--- src/hw/rtl/qnlb_pkg.sv ---
`timescale 1ns / 1ps

package qnlb_pkg;

    // fixed-point formats
    localparam int FRAC_BITS = 14;
    localparam int POLY_BITS = 24;
    localparam int NUM_LANES = 4;

    localparam int COMP_W  = 16;                  // Q2.14 component
    localparam int FRAC_W  = 17;                  // Q1.16 blend fraction
    localparam int NEG_W   = COMP_W + 1;          // start after negation
    localparam int DIFF_W  = COMP_W + 2;          // target minus start
    localparam int MUL_W   = 2 * DIFF_W;          // fraction times difference
    localparam int LERP_W  = MUL_W + 1;           // lerp sum before rounding
    localparam int V_W     = COMP_W + 1;          // interpolated component
    localparam int DOT_W   = 2 * COMP_W;          // one dot product term
    localparam int DOTSUM_W = DOT_W + 2;
    localparam int SQ_W    = 2 * V_W - 3;         // v squared, at most 2^30
    localparam int LRAW_W  = SQ_W + 2;
    localparam int LEN_SH  = 2 * FRAC_BITS - POLY_BITS;
    localparam int LEN_W   = POLY_BITS + 5;       // Q24 squared length, up to 16.0
    localparam int COEF_W  = 24;
    localparam int PA_W    = COEF_W + LEN_W;
    localparam int U_W     = 31;
    localparam int PB_W    = U_W + LEN_W + 1;
    localparam int SCALE_W = 32;
    localparam int Q_W     = V_W + SCALE_W;
    localparam int QSH_W   = Q_W - POLY_BITS;

    localparam logic [FRAC_W-1:0] FRAC_ONE = FRAC_W'(65536);
    localparam logic signed [COMP_W-1:0] IDENT_W_VAL = COMP_W'(1 << FRAC_BITS);

    // polynomial for 1/sqrt(L), Q24
    localparam logic [LEN_W-1:0]          LEN_MAX = LEN_W'(64'd16 << POLY_BITS);
    localparam logic [LEN_W-1:0]          SPLIT   = LEN_W'(14378074);
    localparam logic [COEF_W-1:0]         LO_A    = COEF_W'(11733448);
    localparam logic [COEF_W-1:0]         HI_A    = COEF_W'(7617057);
    localparam logic signed [U_W-1:0]     LO_B    = U_W'(-30534281);
    localparam logic signed [U_W-1:0]     HI_B    = U_W'(-23547108);
    localparam logic signed [SCALE_W-1:0] LO_C    = SCALE_W'(35674552);
    localparam logic signed [SCALE_W-1:0] HI_C    = SCALE_W'(32707887);

    // pipeline stage positions
    localparam int ST_IN   = 0;
    localparam int ST_NEG  = 1;
    localparam int ST_MUL  = 2;
    localparam int ST_LERP = 3;
    localparam int ST_SQ   = 4;
    localparam int ST_LEN  = 5;
    localparam int ST_PA   = 6;
    localparam int ST_PU   = 7;
    localparam int ST_PB   = 8;
    localparam int ST_F    = 9;
    localparam int ST_SCL  = 10;
    localparam int ST_OUT  = 11;
    localparam int NUM_STAGES = 12;
    localparam int V_DLY   = ST_F - ST_LERP;

    typedef logic [NUM_STAGES-1:0] pipe_en_t;

    typedef struct packed {
        pipe_en_t en;
        logic     neg;
    } lane_ctl_t;

    typedef struct packed {
        logic                     command;
        logic signed [COMP_W-1:0] start_x;
        logic signed [COMP_W-1:0] start_y;
        logic signed [COMP_W-1:0] start_z;
        logic signed [COMP_W-1:0] start_w;
        logic signed [COMP_W-1:0] target_x;
        logic signed [COMP_W-1:0] target_y;
        logic signed [COMP_W-1:0] target_z;
        logic signed [COMP_W-1:0] target_w;
        logic [FRAC_W-1:0]        blend_fraction;
    } in_req_t;

    typedef struct packed {
        logic signed [COMP_W-1:0] out_x;
        logic signed [COMP_W-1:0] out_y;
        logic signed [COMP_W-1:0] out_z;
        logic signed [COMP_W-1:0] out_w;
    } out_rsp_t;

endpackage

--- src/hw/rtl/qnlb_merge.sv ---
`timescale 1ns / 1ps

module qnlb_merge
(
    input  logic                                 clk,
    input  qnlb_pkg::pipe_en_t                   en,
    input  logic signed [qnlb_pkg::DOT_W-1:0]    dot_term [qnlb_pkg::NUM_LANES],
    input  logic [qnlb_pkg::SQ_W-1:0]            sq [qnlb_pkg::NUM_LANES],
    output logic                                 neg,
    output logic signed [qnlb_pkg::SCALE_W-1:0]  scale
);
    import qnlb_pkg::*;

    logic signed [DOTSUM_W-1:0] dot_sum;
    logic [LRAW_W-1:0]          lraw, lraw_rnd;
    logic [LEN_W-1:0]           len_shr;
    logic [LEN_W-1:0]           len5_reg, len5_next, len6_reg, len7_reg;
    logic                       hi6_reg, hi6_next, hi7_reg, hi8_reg;
    logic [COEF_W-1:0]          coef_a;
    logic [PA_W-1:0]            pa_reg, pa_next, pa_rnd;
    logic signed [U_W-1:0]      u_reg, u_next;
    logic signed [PB_W-1:0]     pb_reg, pb_next, pb_rnd;
    logic signed [SCALE_W-1:0]  f_reg, f_next;

    always_comb
    begin
        dot_sum = '0;
        lraw    = '0;
        for (int i = 0; i < NUM_LANES; i++)
        begin
            dot_sum = dot_sum + DOTSUM_W'(dot_term[i]);
            lraw    = lraw + LRAW_W'(sq[i]);
        end
    end

    assign neg = dot_sum[DOTSUM_W-1];

    // squared length to Q24, clamped to 16.0
    assign lraw_rnd  = lraw + LRAW_W'(64'd1 << (LEN_SH - 1));
    assign len_shr   = LEN_W'(lraw_rnd >> LEN_SH);
    assign len5_next = (len_shr > LEN_MAX) ? LEN_MAX : len_shr;

    assign hi6_next = (len5_reg >= SPLIT);
    assign coef_a   = hi6_next ? HI_A : LO_A;
    assign pa_next  = PA_W'(coef_a) * PA_W'(len5_reg);

    assign pa_rnd = pa_reg + PA_W'(64'd1 << (POLY_BITS - 1));
    assign u_next = $signed(U_W'(pa_rnd >> POLY_BITS)) + (hi6_reg ? HI_B : LO_B);

    assign pb_next = PB_W'(u_reg) * $signed(PB_W'({1'b0, len7_reg}));

    assign pb_rnd = pb_reg + PB_W'(64'd1 << (POLY_BITS - 1));
    assign f_next = pb_rnd[POLY_BITS+SCALE_W-1:POLY_BITS] + (hi8_reg ? HI_C : LO_C);

    always_ff @(posedge clk)
    begin
        if (en[ST_LEN])
        begin
            len5_reg <= len5_next;
        end
        if (en[ST_PA])
        begin
            len6_reg <= len5_reg;
            hi6_reg  <= hi6_next;
            pa_reg   <= pa_next;
        end
        if (en[ST_PU])
        begin
            len7_reg <= len6_reg;
            hi7_reg  <= hi6_reg;
            u_reg    <= u_next;
        end
        if (en[ST_PB])
        begin
            hi8_reg <= hi7_reg;
            pb_reg  <= pb_next;
        end
        if (en[ST_F])
        begin
            f_reg <= f_next;
        end
    end

    assign scale = f_reg;

endmodule
--- config.mk ---
export PLATFORM = sky130hd
export DESIGN_NAME = qnlb_merge
export DESIGN_NICKNAME = d
export VERILOG_FILES = /design/src/hw/rtl/qnlb_pkg.sv /design/src/hw/rtl/qnlb_merge.sv
export SDC_FILE = /design/constraint.sdc
export NUM_CORES = 2
export LEC_CHECK = 0
export BUFFER_PORTS_ARGS = -buffer_cell sky130_fd_sc_hd__buf_2
export CORE_MARGIN = 5
export CORE_UTILIZATION = 35
export CTS_CLUSTER_SIZE = 20
export DETAILED_ROUTE_END_ITERATION = 6
export PLACE_DENSITY = 0.57
export SLEW_MARGIN = 20
export SYNTH_ARGS = -nofsm -noshare
export SYNTH_HDL_FRONTEND = slang
export SYNTH_SLANG_ARGS = --single-unit
--- constraint.sdc ---
create_clock -name clk -period 10.25 [get_ports clk]
set_input_delay 0 -clock clk [delete_from_list [all_inputs] [get_ports clk]]
set_output_delay 0 -clock clk [all_outputs]
set_load 0.05 [all_outputs]
==> reports/qor.txt <==
FP Rows -> 151
Post-Route WL -> 146 mm
core footprint -> 169000 um^2
CP startpoint kind -> flop
CTS tree -> built
highest-delay cell along the critical path -> edfxtp_1
Initial Util -> 0.351
max incr delay on CP -> 0.60 ns
worst min-delay path category -> input pin to flop
Routed wire per std cell -> 17.2 um
crit path capture type -> flop
Die X -> 421 um
initial antenna violation count -> 4
Hold Fails Final Rpt -> 0
# setup viols final -> 0
sequential-to-total area share from yosys stat -> 0.110
ys flop type -> edfxtp_1
CTS sink count -> 216
commonest non-fill, non-tap cell in the layout -> inv_1
Die Span Y -> 421 um
clock transition at the registers of the reported paths -> 0.06 ns
vias per cell -> 4.70
Arr. time, crit path -> 9.94 ns
first-pass GRT wire length -> 240 mm
Relative slew margins -> 0.248
Largest register FFs -> 33
DP HPWL -> 126 mm
critical path fanouts, max -> 24
root buffer cell -> clkbuf_16
Max H-tree Level -> 1
fin. max-slew vios -> 0
FMAX -> 104 MHz
Sum Neg Setup Slack -> 0 ns
# IOs -> 298
outcome -> finished clean
final antenna-violating net count -> 0
cts bufs inserted -> 27
Yosys Warn Count -> 0
post_cts resized -> 0
Max Cap Violations -> 0
gr usage total -> 0.169
vias in the first global route -> 44500
most frequent cell on the critical path -> fa_1
Critical Path RT -> 10.59 ns
number of remaining DRC errors -> 0
synthesis-to-finish area growth -> 9.21%
Synth cell types -> 77
final clock skew -> 0.0279 ns
classification of the worst setup path -> flop to flop
period utilization -> 0.937
GRT Residual Overflow -> 0
iteration count of the initial detailed-routing pass -> 6
I/O Buffers -> 290
Synth async-reset ratio -> 0
most frequent cells in the layout -> inv_1, fa_1, nand2_1, ha_1, and2_1
GPL Wtd Cong -> 0.893
Via Count -> 39800
largest net degree at the start of global routing -> 62
Max Root-Sink Buffers -> 3
cells after synthesis -> 5961
min cycle time layout -> 9.61 ns
Least-Margin Pin Slew -> 1.13 ns
Post-synth EDFFs -> 216
worst skew pair latency -> 0.61 ns
Die ar. -> 178000 um^2
setup bufs post-CTS -> 0
synthesized cell area -> 59200 um^2
Crit path max-delay family -> adder cells
register bit total from synthesis -> 216
layout cell share with drive strength beyond 1 -> 0.0750
NumNets Final -> 8465
RSZ-0062 raised after global routing -> false
syn avg cell area -> 9.93 um^2
initial drt markers -> 2153
Buf/Inv on CP -> 4
worst paths after layout:
check | slack [ns] | depth (start not counted) | startpoint | endpoint
min | 0.05 | 1 | en[8] | pb_reg[23]$_DFFE_PP_
max reg2reg | 0.64 | 34 | len5_reg[3]$_SDFFCE_PN0P_ | pa_reg[49]$_DFFE_PP_
min reg2reg | 0.41 | 0 | len6_reg[7]$_DFFE_PP_ | len7_reg[7]$_DFFE_PP_
max | 0.64 | 34 | len5_reg[3]$_SDFFCE_PN0P_ | pa_reg[49]$_DFFE_PP_
stage by stage:
step | cell area [um^2] | util | hold WS (ns) | std cells | worst slack [ns]
final | 64700 | 0.383 | 0.0501 | 8474 | 0.645
after global routing | 64700 | 0.383 | 0.0798 | 8473 | 0.111
after CTS | 64700 | 0.383 | 0.0328 | 8472 | 0.605
after detailed placement | 63700 | 0.377 | 0.405 | 8420 | 0.650
after global placement | 63700 | 0.377 | 0.401 | 8420 | 0.598
after floorplan | 59400 | - | 0.112 | 6012 | 1.76
area by class of cell:
cell class,count,area [um^2]
well taps,2218,2780
clock buffers,29,683
multi-input cells,4021,46300
clock inverters,21,229
repair buffers,402,2370
inverters,1566,5880
fillers,17000,104000
diodes,1,2.50
flip-flops and latches,216,6490
cells by family (layout without fill, tap and decap cells):
kind of cell             after synthesis  in the layout  synth area share
flip-flops                           216            216             0.110
multiplexers                           5              5          0.000866
AO/OA/AOI/OAI                        364            364            0.0417
AND/OR/NAND/NOR                     1414           1414             0.111
other                                  2             54          0.000127
adder cells (fa/ha/maj)             1966           1966             0.592
buffers and inverters               1775           2018             0.113
XOR/XNOR                             219            219            0.0324
synth_stat cells (all sizes together) (21+ instances only):
library cell | number | area share
o21ai | 51 | 0.0043
and2 | 298 | 0.031
xor2 | 67 | 0.0099
nand2b | 21 | 0.0022
nand4 | 28 | 0.0030
nand3 | 46 | 0.0039
xnor2 | 152 | 0.022
o21a | 26 | 0.0033
nor2 | 125 | 0.0079
fa | 1390 | 0.47
nand2 | 771 | 0.049
ha | 576 | 0.12
clkbuf | 208 | 0.013
inv | 1566 | 0.099
nor2b | 24 | 0.0025
nor3 | 29 | 0.0025
a21o | 76 | 0.0098
a21oi | 99 | 0.0084
edfxtp | 216 | 0.11
what timing repair did:
action	in CTS	in global routing
endpoints found under the setup margin	0	0
endpoints found under the hold margin	30	0
hold buffers	2	0
layer usage:
layer	wire length [um]	GRT usage	up-vias
li1	-	-	18200
met1	63400	0.229	20400
met5	9	0	-
met2	70400	0.291	1045
met4	4110	0.0410	2
met3	8050	0.0200	196
Power is not shown: default switching activity piles up to over one toggle a cycle in this logic, so the estimate is an artifact.
