==> src/hw/rtl/qnlb_pkg.sv <==
`timescale 1ns / 1ps

package qnlb_pkg;

    // fixed-point formats
    localparam int FRAC_BITS = 14;
    localparam int POLY_BITS = 24;
    localparam int NUM_LANES = 4;

    localparam int COMP_W  = 16;                  // Q2.14 component
    localparam int FRAC_W  = 17;                  // Q1.16 blend fraction
    localparam int NEG_W   = COMP_W + 1;          // start after negation
    localparam int DIFF_W  = COMP_W + 2;          // target minus start
    localparam int MUL_W   = 2 * DIFF_W;          // fraction times difference
    localparam int LERP_W  = MUL_W + 1;           // lerp sum before rounding
    localparam int V_W     = COMP_W + 1;          // interpolated component
    localparam int DOT_W   = 2 * COMP_W;          // one dot product term
    localparam int DOTSUM_W = DOT_W + 2;
    localparam int SQ_W    = 2 * V_W - 3;         // v squared, at most 2^30
    localparam int LRAW_W  = SQ_W + 2;
    localparam int LEN_SH  = 2 * FRAC_BITS - POLY_BITS;
    localparam int LEN_W   = POLY_BITS + 5;       // Q24 squared length, up to 16.0
    localparam int COEF_W  = 24;
    localparam int PA_W    = COEF_W + LEN_W;
    localparam int U_W     = 31;
    localparam int PB_W    = U_W + LEN_W + 1;
    localparam int SCALE_W = 32;
    localparam int Q_W     = V_W + SCALE_W;
    localparam int QSH_W   = Q_W - POLY_BITS;

    localparam logic [FRAC_W-1:0] FRAC_ONE = FRAC_W'(65536);
    localparam logic signed [COMP_W-1:0] IDENT_W_VAL = COMP_W'(1 << FRAC_BITS);

    // polynomial for 1/sqrt(L), Q24
    localparam logic [LEN_W-1:0]          LEN_MAX = LEN_W'(64'd16 << POLY_BITS);
    localparam logic [LEN_W-1:0]          SPLIT   = LEN_W'(14378074);
    localparam logic [COEF_W-1:0]         LO_A    = COEF_W'(11733448);
    localparam logic [COEF_W-1:0]         HI_A    = COEF_W'(7617057);
    localparam logic signed [U_W-1:0]     LO_B    = U_W'(-30534281);
    localparam logic signed [U_W-1:0]     HI_B    = U_W'(-23547108);
    localparam logic signed [SCALE_W-1:0] LO_C    = SCALE_W'(35674552);
    localparam logic signed [SCALE_W-1:0] HI_C    = SCALE_W'(32707887);

    // pipeline stage positions
    localparam int ST_IN   = 0;
    localparam int ST_NEG  = 1;
    localparam int ST_MUL  = 2;
    localparam int ST_LERP = 3;
    localparam int ST_SQ   = 4;
    localparam int ST_LEN  = 5;
    localparam int ST_PA   = 6;
    localparam int ST_PU   = 7;
    localparam int ST_PB   = 8;
    localparam int ST_F    = 9;
    localparam int ST_SCL  = 10;
    localparam int ST_OUT  = 11;
    localparam int NUM_STAGES = 12;
    localparam int V_DLY   = ST_F - ST_LERP;

    typedef logic [NUM_STAGES-1:0] pipe_en_t;

    typedef struct packed {
        pipe_en_t en;
        logic     neg;
    } lane_ctl_t;

    typedef struct packed {
        logic                     command;
        logic signed [COMP_W-1:0] start_x;
        logic signed [COMP_W-1:0] start_y;
        logic signed [COMP_W-1:0] start_z;
        logic signed [COMP_W-1:0] start_w;
        logic signed [COMP_W-1:0] target_x;
        logic signed [COMP_W-1:0] target_y;
        logic signed [COMP_W-1:0] target_z;
        logic signed [COMP_W-1:0] target_w;
        logic [FRAC_W-1:0]        blend_fraction;
    } in_req_t;

    typedef struct packed {
        logic signed [COMP_W-1:0] out_x;
        logic signed [COMP_W-1:0] out_y;
        logic signed [COMP_W-1:0] out_z;
        logic signed [COMP_W-1:0] out_w;
    } out_rsp_t;

endpackage

==> src/hw/rtl/qnlb_lane.sv <==
`timescale 1ns / 1ps

module qnlb_lane
(
    input  logic                                  clk,
    input  qnlb_pkg::lane_ctl_t                   ctl,
    input  logic signed [qnlb_pkg::COMP_W-1:0]    start,
    input  logic signed [qnlb_pkg::COMP_W-1:0]    target,
    input  logic [qnlb_pkg::FRAC_W-1:0]           frac,
    input  logic signed [qnlb_pkg::SCALE_W-1:0]   scale,
    output logic signed [qnlb_pkg::DOT_W-1:0]     dot_term,
    output logic [qnlb_pkg::SQ_W-1:0]             sq,
    output logic signed [qnlb_pkg::COMP_W-1:0]    result
);
    import qnlb_pkg::*;

    logic signed [COMP_W-1:0] s0_reg, t0_reg;
    logic signed [DOT_W-1:0]  dot_reg, dot_next;
    logic signed [NEG_W-1:0]  s1_reg, s1_next, s2_reg;
    logic signed [DIFF_W-1:0] d1_reg, d1_next;
    logic signed [MUL_W-1:0]  m2_reg, m2_next;
    logic signed [LERP_W-1:0] lerp_sum;
    logic signed [V_W-1:0]    v3_reg;
    logic signed [2*V_W-1:0]  sq_full;
    logic [SQ_W-1:0]          sq_reg;
    logic signed [V_W-1:0]    v_dly_reg [V_DLY];
    logic signed [Q_W-1:0]    q_reg, q_next, q_rnd;
    logic signed [QSH_W-1:0]  q_sh;
    logic signed [COMP_W-1:0] res_reg, res_next;
    logic signed [NEG_W-1:0]  s0_ext;
    logic signed [DIFF_W-1:0] s0_wide, t0_wide;
    logic signed [DIFF_W-1:0] frac_s;

    assign dot_next = DOT_W'(start * target);

    // negate start when the dot product is negative
    assign s0_ext  = NEG_W'(s0_reg);
    assign s0_wide = DIFF_W'(s0_reg);
    assign t0_wide = DIFF_W'(t0_reg);
    assign s1_next = ctl.neg ? -s0_ext : s0_ext;
    assign d1_next = ctl.neg ? (t0_wide + s0_wide) : (t0_wide - s0_wide);

    assign frac_s  = $signed({1'b0, frac});
    assign m2_next = MUL_W'(frac_s * d1_reg);

    // s*65536 + T*(t-s), rounded back by 16 bits
    assign lerp_sum = ($signed(LERP_W'(s2_reg)) <<< 16) + LERP_W'(m2_reg)
                    + LERP_W'(32768);

    assign sq_full = v3_reg * v3_reg;

    assign q_next = Q_W'(v_dly_reg[V_DLY-1] * scale);
    assign q_rnd  = q_reg + Q_W'(64'd1 << (POLY_BITS - 1));
    assign q_sh   = q_rnd[Q_W-1:POLY_BITS];

    // saturate: fits when the top bits all match the sign
    always_comb
    begin
        if (!q_sh[QSH_W-1] && (|q_sh[QSH_W-2:COMP_W-1]))
        begin
            res_next = {1'b0, {(COMP_W-1){1'b1}}};
        end
        else if (q_sh[QSH_W-1] && !(&q_sh[QSH_W-2:COMP_W-1]))
        begin
            res_next = {1'b1, {(COMP_W-1){1'b0}}};
        end
        else
        begin
            res_next = q_sh[COMP_W-1:0];
        end
    end

    always_ff @(posedge clk)
    begin
        if (ctl.en[ST_IN])
        begin
            s0_reg  <= start;
            t0_reg  <= target;
            dot_reg <= dot_next;
        end
        if (ctl.en[ST_NEG])
        begin
            s1_reg <= s1_next;
            d1_reg <= d1_next;
        end
        if (ctl.en[ST_MUL])
        begin
            s2_reg <= s1_reg;
            m2_reg <= m2_next;
        end
        if (ctl.en[ST_LERP])
        begin
            v3_reg <= lerp_sum[V_W+15:16];
        end
        if (ctl.en[ST_SQ])
        begin
            sq_reg       <= sq_full[SQ_W-1:0];
            v_dly_reg[0] <= v3_reg;
        end
        for (int k = 1; k < V_DLY; k++)
        begin
            if (ctl.en[ST_SQ + k])
            begin
                v_dly_reg[k] <= v_dly_reg[k-1];
            end
        end
        if (ctl.en[ST_SCL])
        begin
            q_reg <= q_next;
        end
        if (ctl.en[ST_OUT])
        begin
            res_reg <= res_next;
        end
    end

    assign dot_term = dot_reg;
    assign sq       = sq_reg;
    assign result   = res_reg;

endmodule

==> config.mk <==
export PLATFORM = sky130hd
export DESIGN_NAME = qnlb_lane
export DESIGN_NICKNAME = d
export VERILOG_FILES = /design/src/hw/rtl/qnlb_pkg.sv /design/src/hw/rtl/qnlb_lane.sv
export SDC_FILE = /design/constraint.sdc
export NUM_CORES = 2
export LEC_CHECK = 0
export ABC_AREA = 1
export BUFFER_PORTS_ARGS = -buffer_cell sky130_fd_sc_hd__buf_2
export CORE_ASPECT_RATIO = 1.75
export CORE_MARGIN = 3
export CORE_UTILIZATION = 70
export CTS_CLUSTER_DIAMETER = 50
export DETAILED_ROUTE_END_ITERATION = 10
export PLACE_DENSITY = 0.88
export SLEW_MARGIN = 15
export SYNTH_ARGS = -nofsm -noshare
export SYNTH_HDL_FRONTEND = slang
export SYNTH_SLANG_ARGS = --single-unit
==> constraint.sdc <==
create_clock -name clk -period 15.3 [get_ports clk]
set_clock_uncertainty 0.05 [all_clocks]
set_input_delay 1.53 -clock clk [delete_from_list [all_inputs] [get_ports clk]]
set_output_delay 1.53 -clock clk [all_outputs]
set_load 0.01 [all_outputs]
==> metrics.md <==
| Metric | Value |
|---|---|
| Die Wd | `231 um` |
| CP max-delay cell | `fa_1` |
| Nature of the critical path startpoint | `input port` |
| DR WL/cell | `20.0 um` |
| Final wirelength | `167,000 um` |
| PortBufs | `172` |
| DP HPWL | `133,000 um` |
| Gpl congestion | `0.983` |
| CTS Buffer Depth | `3` |
| Crit-path max FO | `17` |
| CTS tree | `built` |
| Clock latency on the worst-skew pair | `0.58 ns` |
| Tcrit/Tclk final | `47.3%` |
| EDFF count, synth | `323` |
| CP max stage delay | `0.96 ns` |
| # rows | `143` |
| Final WS setup | `8.06 ns` |
| Critical path, cell by cell | `buf_2 -> nand2_1 -> inv_1 -> fa_1 -> fa_1 -> inv_1 -> fa_1 -> fa_1 -> fa_1 -> inv_1 -> fa_1 -> ha_1 -> a21oi_1 -> o21ai_0 -> a211oi_1 -> nand3_1 -> nand2_1 -> nand2_1` |
| Min cycle time layout | `7.24 ns` |
| Post-cts gate resize count | `0` |
| All-Layer GR Usage | `38.3%` |
| Die Y | `400 um` |
| Main synth FF type | `edfxtp_1` |
| Largest net degree at the start of global routing | `48` |
| Iter 0 DRT Violations | `3,462` |
| Clock slew at reported path FFs | `0.06 ns` |
| # DRC | `0` |
| Post-Syn Area per Cell | `8.59 um2` |
| Max reg flops | `101` |
| Sequential Area | `9700 um2` |
| Yosys warning total | `0` |
| Vias in the first global route | `54,566` |
| I/O pin cnt | `174` |
| Rel. slew slack | `26.0%` |
| Inserted Clock Buffers | `36` |
| Post-synthesis sequential area ratio | `15.6%` |
| Initial Utilization | `71.0%` |
| Cell area after synthesis | `62,000 um2` |
| Root cell of the clock tree | `clkbuf_16` |
| RSZ-0062 raised after global routing | `false` |
| Critical path type | `in -> reg` |
| Place WS | `7.62 ns` |
| Tightest Hold Check Type | `reg -> reg` |
| Vias/cell | `5.75` |
| Hold-fix buffers, CTS | `0` |
| Synth cell types | `42` |
| First-pass GRT wire length | `272,000 um` |
| Most frequent cell after synthesis | `inv_1` |
| Number of max-cap violations | `0` |
| First drt pass iteration count | `9` |
| Area contributors post-synth | `fa_1, edfxtp_1, inv_1, nand2_1, ha_1` |
| Synth cell count leaders | `inv_1, nand2_1, fa_1` |
| Area grow syn2layout | `4.19%` |
| Async SR Flop Fraction | `0%` |
| Number of fill cells | `6,112` |
| WP data arrival | `7.51 ns` |
| Slew @ Worst Pin | `1.11 ns` |
| Nets | `8,945` |
| Core region area | `87,300 um2` |
| Syn Nets | `8,999` |
| Clock sink count | `323` |
| Area leader, netlist | `fa_1` |
| Critical Path RT | `15.57 ns` |
| Hold slack | `0.357 ns` |
| TNS Setup | `0 ns` |
| Die area | `92,300 um2` |
| Post-CTS setup buffers | `0` |
| Finish-stage setup viols | `0` |
| ANT nets after route | `0` |
| Initial antenna violation count | `12` |
| Final Max Slew Viols | `0` |
| F_max | `0.138 GHz` |
| Layout cells sized above 1 | `4.09%` |
| Area share of the largest cell type after synthesis | `41.1%` |
| Grt ovf | `0` |
| Syn Inst Count | `7,216` |
| CP endpoint kind | `register` |
| DR vias | `48,063` |
| Status | `finished, final reports clean` |
| Area of the multi-input gates | `43,400 um2` |
| FF+latch count, synth | `323` |
| Final hold violation count | `0` |
| CTS H-Tree Depth | `2` |
| Most numerous cell on the critical path | `fa_1` |
==> metal layers <==
layer | share of wire [%] | vias to the layer above | track usage (%)
met5 | 0.033 | - | 0
met2 | 52 | 2741 | 68.8
met3 | 8.3 | 1252 | 7.70
met4 | 11 | 8 | 31.9
met1 | 29 | 23288 | 37.8
li1 | - | 20774 | -
==> path summary, 6_finish.rpt <==
path,from,end,slack [ns],depth (start not counted)
worst max register to register,v3_reg[4]$_DFFE_PP_,sq[18]$_DFFE_PP_,8.56,17
worst min-delay path,v_dly_reg[3][10]$_DFFE_PP_,v_dly_reg[4][10]$_DFFE_PP_,0.36,0
worst min register to register,v_dly_reg[3][10]$_DFFE_PP_,v_dly_reg[4][10]$_DFFE_PP_,0.36,0
worst max-delay path,target[1],dot_term[28]$_DFFE_PP_,8.06,18
==> critical path: cells and delay by family <==
| family | cells | cell delay (ns) |
|---|---|---|
| compound gates | 3 | 1.01 |
| buf+inv | 4 | 0.70 |
| simple gates | 4 | 0.48 |
| fa+ha+maj | 7 | 3.78 |
==> cell type report <==
class	instances	share of cell area (%)
antenna	10	0.0387
clock buffer	43	1.50
clock inverter	21	0.366
inverter	2074	12.1
multi-input combinational	4536	67.2
sequential	323	15.0
tap	1160	2.25
timing repair buffer	191	1.55
==> placed cells by master, fill, tap and decap left out, types with 5 or more instances in the layout <==
master	Yosys	layout
edfxtp_1	323	323
a21o_1	26	26
a21oi_1	173	173
a21boi_0	8	8
fa_1	1273	1273
buf_2	2	172
ha_1	415	415
inv_1	2074	2074
nor3_1	35	35
clkbuf_16	0	38
or2_2	34	34
a31oi_1	14	14
xnor2_1	58	58
nor4_1	11	11
nand3_1	121	121
nor2_1	274	274
nand2_1	1736	1736
o21bai_1	19	19
buf_4	3	19
o31ai_1	6	6
nand4_1	32	32
diode_2	0	10
xor2_1	106	106
o211ai_1	6	6
clkbuf_1	273	5
o21ai_0	145	145
o21a_1	7	7
nand3b_1	9	9
==> per-stage QoR <==
stage	instances	cell area (um2)	util [%]
after CTS	8348	64600	74.0
after global placement	8284	63400	72.6
final	8358	64600	74.0
after global routing	8349	64600	74.0
after detailed placement	8284	63400	72.6
after floorplan	7216	62000	-
==> logic make-up after synthesis <==
logic type               count (synthesis)  share of synthesized area (%)
flip-flops                             323                           15.6
XOR/XNOR                               164                           2.32
adder cells (fa/ha/maj)               1688                           49.5
buffers and inverters                 2357                           14.3
other                                    1                        0.00605
AO/OA/AOI/OAI                          414                           3.72
AND/OR/NAND/NOR                       2269                           14.5
Power is left out: the tool's default activity adds up to more than one toggle a clock period on the data nets, which glitch-free logic cannot reach.
